[config.mk]
export PLATFORM = sky130hd
export DESIGN_NAME = touch_tap_swipe_classifier
export DESIGN_NICKNAME = d
export VERILOG_FILES = /design/src/tts_pkg.sv /design/src/tts_cfg_regs.sv /design/src/tts_classify.sv /design/src/touch_tap_swipe_classifier.sv
export VERILOG_INCLUDE_DIRS = /design/src /design/src/src
export SDC_FILE = /design/constraint.sdc
export NUM_CORES = 1
export LEC_CHECK = 0
export BUFFER_PORTS_ARGS = -buffer_cell sky130_fd_sc_hd__buf_2
export CAP_MARGIN = 20
export CORE_MARGIN = 2
export CORE_UTILIZATION = 50
export DETAILED_ROUTE_END_ITERATION = 7
export PLACE_DENSITY = 0.76
export SYNTH_ARGS = -nofsm -noshare
export SYNTH_HDL_FRONTEND = slang
export SYNTH_SLANG_ARGS = --single-unit
[constraint.sdc]
create_clock -name clk -period 5.5 [get_ports clk]
set_input_delay 1.1 -clock clk [delete_from_list [all_inputs] [get_ports clk]]
set_output_delay 1.1 -clock clk [all_outputs]
set_load 0.01 [all_outputs]
[src/touch_tap_swipe_classifier_assert.svh]
// Assertion macros for the touch classifier RTL.
`ifndef TOUCH_TAP_SWIPE_CLASSIFIER_ASSERT_SVH
`define TOUCH_TAP_SWIPE_CLASSIFIER_ASSERT_SVH

// Same-cycle implication, sampled on clk and held off while rst_n is low.
`define TTS_ASSERT_IMP(lbl, ante, cons) \
  lbl: assert property (@(posedge clk) disable iff (!rst_n) (ante) |-> (cons)) \
    else $error("touch classifier: same-cycle check failed");

// Next-cycle implication, sampled on clk and held off while rst_n is low.
`define TTS_ASSERT_NXT(lbl, ante, cons) \
  lbl: assert property (@(posedge clk) disable iff (!rst_n) (ante) |=> (cons)) \
    else $error("touch classifier: next-cycle check failed");

`endif

[src/tts_pkg.sv]
// Types, constants and helper functions for the touch tap and swipe classifier.
`default_nettype none
package tts_pkg;

  localparam int COORD_W     = 12;
  localparam int CFG_DATA_W  = 13;
  localparam int CFG_IDX_W   = 2;
  localparam int IN_TDATA_W  = 40;
  localparam int IN_TUSER_W  = 2;
  localparam int OUT_TDATA_W = 56;

  // Count register low nibble that means exactly one finger on the panel.
  localparam logic [3:0] TOUCH_ONE = 4'd1;

  localparam logic [11:0] SWIPE_MIN_RST = 12'd60;
  localparam logic [11:0] TAP_MAX_RST   = 12'd25;
  localparam logic [12:0] CANVAS_W_RST  = 13'd240;
  localparam logic [12:0] CANVAS_H_RST  = 13'd280;

  // Two's complement swipe codes.
  localparam logic [1:0] SWIPE_NONE  = 2'b00;
  localparam logic [1:0] SWIPE_RIGHT = 2'b01;
  localparam logic [1:0] SWIPE_LEFT  = 2'b11;

  typedef enum logic [CFG_IDX_W-1:0] {
    REG_SWIPE_MIN = 2'd0,
    REG_TAP_MAX   = 2'd1,
    REG_CANVAS_W  = 2'd2,
    REG_CANVAS_H  = 2'd3
  } cfg_reg_t;

  typedef struct packed {
    logic [11:0] swipe_min;
    logic [11:0] tap_max;
    logic [12:0] width_px;
    logic [12:0] height_px;
  } cfg_t;

  typedef struct packed {
    logic       read_ok;
    logic       hold_off;
    logic [7:0] count_byte;
    logic [7:0] x_high_byte;
    logic [7:0] x_low_byte;
    logic [7:0] y_high_byte;
    logic [7:0] y_low_byte;
  } frame_t;

  typedef struct packed {
    logic               pressed;
    logic [COORD_W-1:0] start_x;
    logic [COORD_W-1:0] start_y;
    logic [COORD_W-1:0] latest_x;
    logic [COORD_W-1:0] latest_y;
    logic [COORD_W-1:0] tap_x;
    logic [COORD_W-1:0] tap_y;
    logic [COORD_W-1:0] raw_x;
    logic [COORD_W-1:0] raw_y;
  } trk_t;

  typedef struct packed {
    logic               finger_down;
    logic               tap_event;
    logic [1:0]         swipe_dir;
    logic [COORD_W-1:0] tap_pos_x;
    logic [COORD_W-1:0] tap_pos_y;
    logic [COORD_W-1:0] raw_pos_x;
    logic [COORD_W-1:0] raw_pos_y;
  } result_t;

  // Clamp a coordinate to size - 1; a zero size behaves as a size of one.
  function automatic logic [COORD_W-1:0] clamp_coord(input logic [COORD_W-1:0] v,
                                                     input logic [12:0] size);
    logic [12:0] lim;
    lim = (size == 13'd0) ? 13'd0 : size - 13'd1;
    return ({1'b0, v} > lim) ? lim[COORD_W-1:0] : v;
  endfunction

  function automatic logic [COORD_W-1:0] abs_diff(input logic [COORD_W-1:0] a,
                                                  input logic [COORD_W-1:0] b);
    return (a >= b) ? a - b : b - a;
  endfunction

endpackage
`default_nettype wire

[src/tts_cfg_regs.sv]
// Configuration register file for the touch classifier thresholds and canvas size.
`default_nettype none
module tts_cfg_regs (
  input  wire logic                         clk,
  input  wire logic                         rst_n,
  input  wire logic                         wr_en,
  input  wire logic [tts_pkg::CFG_IDX_W-1:0]  wr_index,
  input  wire logic [tts_pkg::CFG_DATA_W-1:0] wr_data,
  output tts_pkg::cfg_t                     cfg
);
  import tts_pkg::*;

  cfg_t cfg_r;
  cfg_t cfg_nxt;

  always_comb begin
    cfg_nxt = cfg_r;
    if (wr_en) begin
      unique case (cfg_reg_t'(wr_index))
        REG_SWIPE_MIN: cfg_nxt.swipe_min = wr_data[11:0];
        REG_TAP_MAX:   cfg_nxt.tap_max   = wr_data[11:0];
        REG_CANVAS_W:  cfg_nxt.width_px  = wr_data;
        REG_CANVAS_H:  cfg_nxt.height_px = wr_data;
        default:       cfg_nxt = cfg_r;
      endcase
    end
  end

  always_ff @(posedge clk) begin
    if (!rst_n) begin
      cfg_r.swipe_min <= SWIPE_MIN_RST;
      cfg_r.tap_max   <= TAP_MAX_RST;
      cfg_r.width_px  <= CANVAS_W_RST;
      cfg_r.height_px <= CANVAS_H_RST;
    end else begin
      cfg_r <= cfg_nxt;
    end
  end

  assign cfg = cfg_r;

endmodule
`default_nettype wire

[src/tts_classify.sv]
// Per-frame press tracking and release classification, purely combinational.
`default_nettype none
module tts_classify (
  input  wire tts_pkg::frame_t  frame,
  input  wire tts_pkg::trk_t    trk,
  input  wire tts_pkg::cfg_t    cfg,
  output tts_pkg::trk_t         trk_nxt,
  output tts_pkg::result_t      res
);
  import tts_pkg::*;

  logic [COORD_W-1:0] raw_x;
  logic [COORD_W-1:0] raw_y;
  logic [COORD_W-1:0] clp_x;
  logic [COORD_W-1:0] clp_y;
  logic [COORD_W-1:0] adx;
  logic [COORD_W-1:0] ady;
  logic               touching;
  logic               is_swipe;
  logic               is_tap;
  logic               tap;
  logic [1:0]         swipe;

  assign raw_x    = {frame.x_high_byte[3:0], frame.x_low_byte};
  assign raw_y    = {frame.y_high_byte[3:0], frame.y_low_byte};
  assign clp_x    = clamp_coord(raw_x, cfg.width_px);
  assign clp_y    = clamp_coord(raw_y, cfg.height_px);
  assign touching = frame.read_ok && (frame.count_byte[3:0] == TOUCH_ONE);

  assign adx      = abs_diff(trk.latest_x, trk.start_x);
  assign ady      = abs_diff(trk.latest_y, trk.start_y);
  assign is_swipe = (adx >= cfg.swipe_min) && (adx > ady);
  assign is_tap   = (adx < cfg.tap_max) && (ady < cfg.tap_max);

  always_comb begin
    trk_nxt = trk;
    tap     = 1'b0;
    swipe   = SWIPE_NONE;
    if (frame.hold_off) begin
      trk_nxt.pressed = 1'b0;
    end else if (touching) begin
      trk_nxt.raw_x    = raw_x;
      trk_nxt.raw_y    = raw_y;
      trk_nxt.latest_x = clp_x;
      trk_nxt.latest_y = clp_y;
      if (!trk.pressed) begin
        trk_nxt.pressed = 1'b1;
        trk_nxt.start_x = clp_x;
        trk_nxt.start_y = clp_y;
      end
    end else if (trk.pressed) begin
      trk_nxt.pressed = 1'b0;
      if (is_swipe) begin
        swipe = (trk.latest_x > trk.start_x) ? SWIPE_RIGHT : SWIPE_LEFT;
      end else if (is_tap) begin
        tap           = 1'b1;
        trk_nxt.tap_x = trk.latest_x;
        trk_nxt.tap_y = trk.latest_y;
      end
    end
  end

  always_comb begin
    res.finger_down = trk_nxt.pressed;
    res.tap_event   = tap;
    res.swipe_dir   = swipe;
    res.tap_pos_x   = trk_nxt.tap_x;
    res.tap_pos_y   = trk_nxt.tap_y;
    res.raw_pos_x   = trk_nxt.raw_x;
    res.raw_pos_y   = trk_nxt.raw_y;
  end

endmodule
`default_nettype wire

[src/touch_tap_swipe_classifier.sv]
// Top level of the touch tap and swipe classifier.
//
// Usage: each transaction on the in_ channel carries one poll frame of a
// single-touch controller; each frame yields exactly one transaction on the
// out_ channel, in order. The result gives whether a press is tracked, a tap
// or swipe event for this frame, the held tap point and the latest raw point.
// The frame sits in the input register, then the classifier logic feeds the result
// register, and out_tvalid rises once that result register is loaded.
// Throughput is one frame per cycle while out_tready stays high; the press state
// updates in the same cycle as the result register, so consecutive frames need no gap.
// The cfg_ channel writes thresholds and canvas size, always ready; writes
// should be made while no frame is in flight.
// Reset (rst_n low, synchronous) empties both registers, clears the press
// state and held points, and restores the default register values.
// When the receiver holds out_tready low the result stays put, the input
// register still takes one more frame, and in_tready then falls until the
// result is taken.
`default_nettype none
module touch_tap_swipe_classifier (
  input  wire logic                              clk,
  input  wire logic                              rst_n,
  input  wire logic                              in_tvalid,
  output      logic                              in_tready,
  // [7:0] count_byte, [15:8] x_high_byte, [23:16] x_low_byte,
  // [31:24] y_high_byte, [39:32] y_low_byte
  input  wire logic [tts_pkg::IN_TDATA_W-1:0]    in_tdata,
  // [0] read_ok, [1] hold_off
  input  wire logic [tts_pkg::IN_TUSER_W-1:0]    in_tuser,
  output      logic                              out_tvalid,
  input  wire logic                              out_tready,
  // [0] finger_down, [1] tap_event, [3:2] swipe_dir (signed), [15:4] tap_pos_x,
  // [27:16] tap_pos_y, [39:28] raw_pos_x, [51:40] raw_pos_y, [55:52] zero
  output      logic [tts_pkg::OUT_TDATA_W-1:0]   out_tdata,
  input  wire logic                              cfg_valid,
  output      logic                              cfg_ready,
  input  wire logic [tts_pkg::CFG_IDX_W-1:0]     cfg_index,
  input  wire logic [tts_pkg::CFG_DATA_W-1:0]    cfg_data
);
  import tts_pkg::*;

  cfg_t    cfg;
  frame_t  frm_r;
  frame_t  frm_nxt;
  logic    frm_vld_r;
  logic    frm_vld_nxt;
  logic    out_vld_r;
  logic    out_vld_nxt;
  trk_t    trk_r;
  trk_t    trk_nxt;
  trk_t    trk_calc;
  result_t res_r;
  result_t res_nxt;
  result_t res_calc;
  logic    in_acc;
  logic    adv;
  logic    fire;
  logic    out_evt;

  assign cfg_ready = 1'b1;

  tts_cfg_regs u_cfg (
    .clk      (clk),
    .rst_n    (rst_n),
    .wr_en    (cfg_valid),
    .wr_index (cfg_index),
    .wr_data  (cfg_data),
    .cfg      (cfg)
  );

  tts_classify u_classify (
    .frame   (frm_r),
    .trk     (trk_r),
    .cfg     (cfg),
    .trk_nxt (trk_calc),
    .res     (res_calc)
  );

  // The result register is free when empty or being taken this cycle.
  assign adv       = !out_vld_r || out_tready;
  assign fire      = frm_vld_r && adv;
  assign in_tready = !frm_vld_r || adv;
  assign in_acc    = in_tvalid && in_tready;

  always_comb begin
    frm_nxt = frm_r;
    if (in_acc) begin
      frm_nxt.read_ok     = in_tuser[0];
      frm_nxt.hold_off    = in_tuser[1];
      frm_nxt.count_byte  = in_tdata[7:0];
      frm_nxt.x_high_byte = in_tdata[15:8];
      frm_nxt.x_low_byte  = in_tdata[23:16];
      frm_nxt.y_high_byte = in_tdata[31:24];
      frm_nxt.y_low_byte  = in_tdata[39:32];
    end
    frm_vld_nxt = in_acc || (frm_vld_r && !adv);
    out_vld_nxt = fire || (out_vld_r && !out_tready);
    trk_nxt     = fire ? trk_calc : trk_r;
    res_nxt     = fire ? res_calc : res_r;
  end

  always_ff @(posedge clk) begin
    if (!rst_n) begin
      frm_vld_r <= 1'b0;
      out_vld_r <= 1'b0;
      trk_r     <= '0;
    end else begin
      frm_vld_r <= frm_vld_nxt;
      out_vld_r <= out_vld_nxt;
      trk_r     <= trk_nxt;
    end
  end

  always_ff @(posedge clk) begin
    frm_r <= frm_nxt;
    res_r <= res_nxt;
  end

  assign out_tvalid = out_vld_r;
  assign out_tdata  = {4'b0000, res_r.raw_pos_y, res_r.raw_pos_x, res_r.tap_pos_y,
                       res_r.tap_pos_x, res_r.swipe_dir, res_r.tap_event,
                       res_r.finger_down};

  assign out_evt = res_r.tap_event || (res_r.swipe_dir != SWIPE_NONE);

`include "touch_tap_swipe_classifier_assert.svh"

  // A tap or swipe is only ever reported on a release.
  `TTS_ASSERT_IMP(a_event_is_release, out_vld_r && out_evt, !res_r.finger_down)
  `TTS_ASSERT_IMP(a_tap_not_swipe, out_vld_r && res_r.tap_event, res_r.swipe_dir == SWIPE_NONE)
  `TTS_ASSERT_IMP(a_swipe_code, out_vld_r, res_r.swipe_dir != 2'b10)
  // The press state only moves together with a new result, so they agree.
  `TTS_ASSERT_IMP(a_press_matches, out_vld_r, res_r.finger_down == trk_r.pressed)
  `TTS_ASSERT_NXT(a_fire_loads_out, fire, out_vld_r)

endmodule
`default_nettype wire

==> metrics.md <==
| Metric | Value |
|---|---|
| Status | completed |
| Rows | 59 |
| Post-synthesis async set-or-reset flop share | 0% |
| Int Pwr | 0.00288 W |
| Routed len/inst | 16.7 um |
| Clock sink count | 231 |
| I/O pin cnt | 121 |
| Clock-pin slew on the worst setup and hold paths | 0.06 ns |
| Tot Pwr | 0.00382 W |
| Chip height | 166 um |
| Worst hold slack | 0.467 ns |
| Maximum VDD drop | 300 uV |
| First-pass GRT wire length | 50.3 mm |
| Routability Congestion | 0.904 |
| Layout Nets | 1686 |
| Gr ovfl total | 0 |
| Core Box Area | 25900 um^2 |
| # hold bufs at CTS | 0 |
| Max Root-Sink Buffers | 3 |
| Fin. Hold Viols | 0 |
| Worst slew pin tran | 0.941 ns |
| Sw frac | 24.5% |
| DP Wirelength | 22.7 mm |
| Post-Route Skew | 0.0135 ns |
| Via Count | 10270 |
| FF-to-FF setup slack | 0.35 ns |
| LEAKAGE | 6.37 nW |
| F_max | 194 MHz |
| Fin crit period | 5.15 ns |
| Sequential share of the synthesized area | 41.5% |
| PwrDens | 258 nW/um^2 |
| Largest family of logic cells by synthesized area | compound AO/OA/AOI/OAI gates |
| Synth Instances | 1417 |
| Complex-gate fraction of the synthesized area | 16.5% |
| Placed cells | 1808 |
| Sequential Power Share | 48.3% |
| CTS tree | yes |
| Layout cells sized above 1 | 14.7% |
| Cell Area, Synth | 13100 um^2 |
| Initial antenna violation count | 0 |
| Final setup violation count | 0 |
| Fin crit share | 93.6% |
| Hold Path Class | reg -> reg |
| Post-detailed-route DRC marker count | 0 |
| Area share of the leading cell type in the synthesized netlist | 22.7% |
| Drt first pass iters | 5 |
| 1st-iter DRT viols | 781 |
| Effective utilization at floorplan | 50.7% |
| Top_reg_cell synth | dfxtp_1 |
| Total routed wirelength | 31.0 mm |
| Synthesized flop and latch total | 231 |
| Worst EP arrival | 5.41 ns |
| Post-synth EDFFs | 82 |
| Leading area contributor after synthesis | dfxtp_1 |
| Area grow syn2layout | 12.6% |
| ANT cells | 0 |
| Top area cells in the synthesized netlist | dfxtp_1 23%, edfxtp_1 19%, ha_1 11% |
| RSZ-0062 raised after global routing | false |
| Post-synthesis simple-gate area fraction | 15.2% |
| Layout Cells excl Fill | 1855 |
| Total net switching power | 0.000936 W |
| CTS root buffer | clkbuf_16 |
| Number of global-route vias before repair | 9736 |
| Die ar. | 27600 um^2 |
| Crit Path Max Fanout | 25 |
| Die span in x | 166 um |
| GR Util met2 | 37.7% |
| Mux cell area share after synthesis | 6.38% |
| Layer with the highest usage | met2 |
| Crit start category | flop |
| M1 GR Usage | 30.3% |
| CTS buffer count | 24 |
| CTS H-Tree Depth | 1 |
| Grt met3 use | 2.60% |
| CP Capture Type | flop |
| Logic pwr share | 10.7% |
| CP required | 5.76 ns |
| Antenna-violating nets left | 0 |
| # Max-Cap Violations | 0 |
| Max-slew violation count | 0 |
| Synthesized area per cell | 9.27 um^2 |
| Mean number of vias per cell | 5.54 |
| Latest clock arrival within the worst-skew pair | 0.52 ns |
| Critical path class | reg -> reg |
| Synth Warn # | 0 |
| Unique masters post-synth | 72 |
| Synth Area in Adders | 11.9% |
| XOR/XNOR share of the synthesized area | 3.00% |
| Total GRT Usage | 22.1% |
| Setup TNS | 0 ns |
| Slew Limit Headroom | 37.3% |
| Port Buffers | 103 |
| Clock share of power | 41.1% |
| Largest net degree at the start of global routing | 105 |
critical path: stages, from the launching register on:
cell and delay, ns:
dfxtp_1 0.34, inv_1 0.07, ha_1 0.16, inv_1 0.06
fa_1 0.40, a211oi_1 0.35, o21ai_0 0.17, o21ai_1 0.18
nand3b_1 0.23, buf_4 0.27, mux2i_1 0.16, xnor2_1 0.50
ha_1 0.37, nand2_1 0.08, nor2_1 0.04, a211oi_2 0.27
or3b_4 0.45, a21oi_2 0.18, buf_12 0.22, mux2_2 0.37
power groups by stage:
stage	clock network (W)	registers [W]	logic (W)
after floorplan	0	0.00188	0.000267
after global placement	0	0.00188	0.000388
after detailed placement	0	0.00188	0.000398
after CTS	0.00159	0.00184	0.000400
after global routing	0.00166	0.00185	0.000451
final	0.00157	0.00184	0.000407
synth_stat cells, drive strengths merged (4+ instances only):
cell / instances
a21boi: 67
and3: 6
fa: 4
a21o: 26
a211oi: 10
dfxtp: 149
nor4: 7
xnor2: 25
mux2i: 50
a21oi: 85
inv: 100
clkbuf: 54
mux2: 30
nor3: 17
o21ai: 65
o21a: 8
o211ai: 12
edfxtp: 82
nand2b: 8
nand2: 262
xor2: 20
nor2: 44
or2: 9
nand4: 12
ha: 118
nor2b: 31
buf: 22
nand3: 21
o211a: 21
flip-flops by register name (all words and copies together), names as in the netlist:
name / count
frm_r: 30
frm_vld_r: 1
out_tdata: 52
out_tvalid: 1
trk_r: 97
u_cfg.cfg: 50
layer usage:
| layer | share of wire [%] | routed length (um) | vias up |
|---|---|---|---|
| met5 | 0 | 0 | - |
| met2 | 47 | 14700 | 268 |
| met1 | 45 | 14100 | 4887 |
| met4 | 2.2 | 681 | 0 |
| met3 | 5.0 | 1560 | 44 |
| li1 | - | - | 5071 |
cell families after synthesis:
group,after synthesis
compound gates,323
xor+xnor,45
fa+ha+maj,122
buf+inv,176
flops,231
mux,80
other cells,2
simple gates,438
cells in the final DEF (no fill, tap or decap), types with 25 or more instances in the layout:
cell	count
mux2i_1	50
o21ai_0	63
inv_1	99
mux2_2	30
a21o_1	26
a21boi_0	63
a21oi_1	83
xnor2_1	25
edfxtp_1	82
nand2_1	262
buf_4	26
nor2_1	42
dfxtp_1	149
nor2b_1	31
buf_2	102
ha_1	118
what timing repair did:
item | 4_1_cts | 5_1_grt
gates resized for setup | 0 | 1
hold endpoints to repair | 0 | 0
endpoints found under the setup margin | 0 | 1
setup buffers | 0 | 1
cell type report:
class | instances | area [um^2]
clock inverters | 9 | 85.1
inverters | 100 | 375
clock buffers | 35 | 683
flip-flops and latches | 231 | 5450
multi-input cells | 1013 | 6990
repair buffers | 132 | 793
well taps | 335 | 419
fillers | 2270 | 11100
final timing paths:
path / depth (start not counted) / start / end
setup / recovery: 19 / trk_r[60] / out_tdata[27]
hold / removal: 2 / u_cfg.cfg[46] / u_cfg.cfg[46]
setup reg to reg: 19 / trk_r[60] / out_tdata[27]
hold reg to reg: 2 / u_cfg.cfg[46] / u_cfg.cfg[46]
through the flow:
| stage | utilization (%) | instance area (um^2) | setup WS (ns) |
|---|---|---|---|
| CTS | 56.9 | 14700 | 0.114 |
| global placement | 53.9 | 14000 | 0.259 |
| detailed placement | 53.9 | 14000 | 0.129 |
| global route | 57.1 | 14800 | 0.0332 |
| floorplan | - | 13100 | 0.889 |
| finish | 57.1 | 14800 | 0.352 |
No activity file was read; power rests on OpenSTA's default activity.
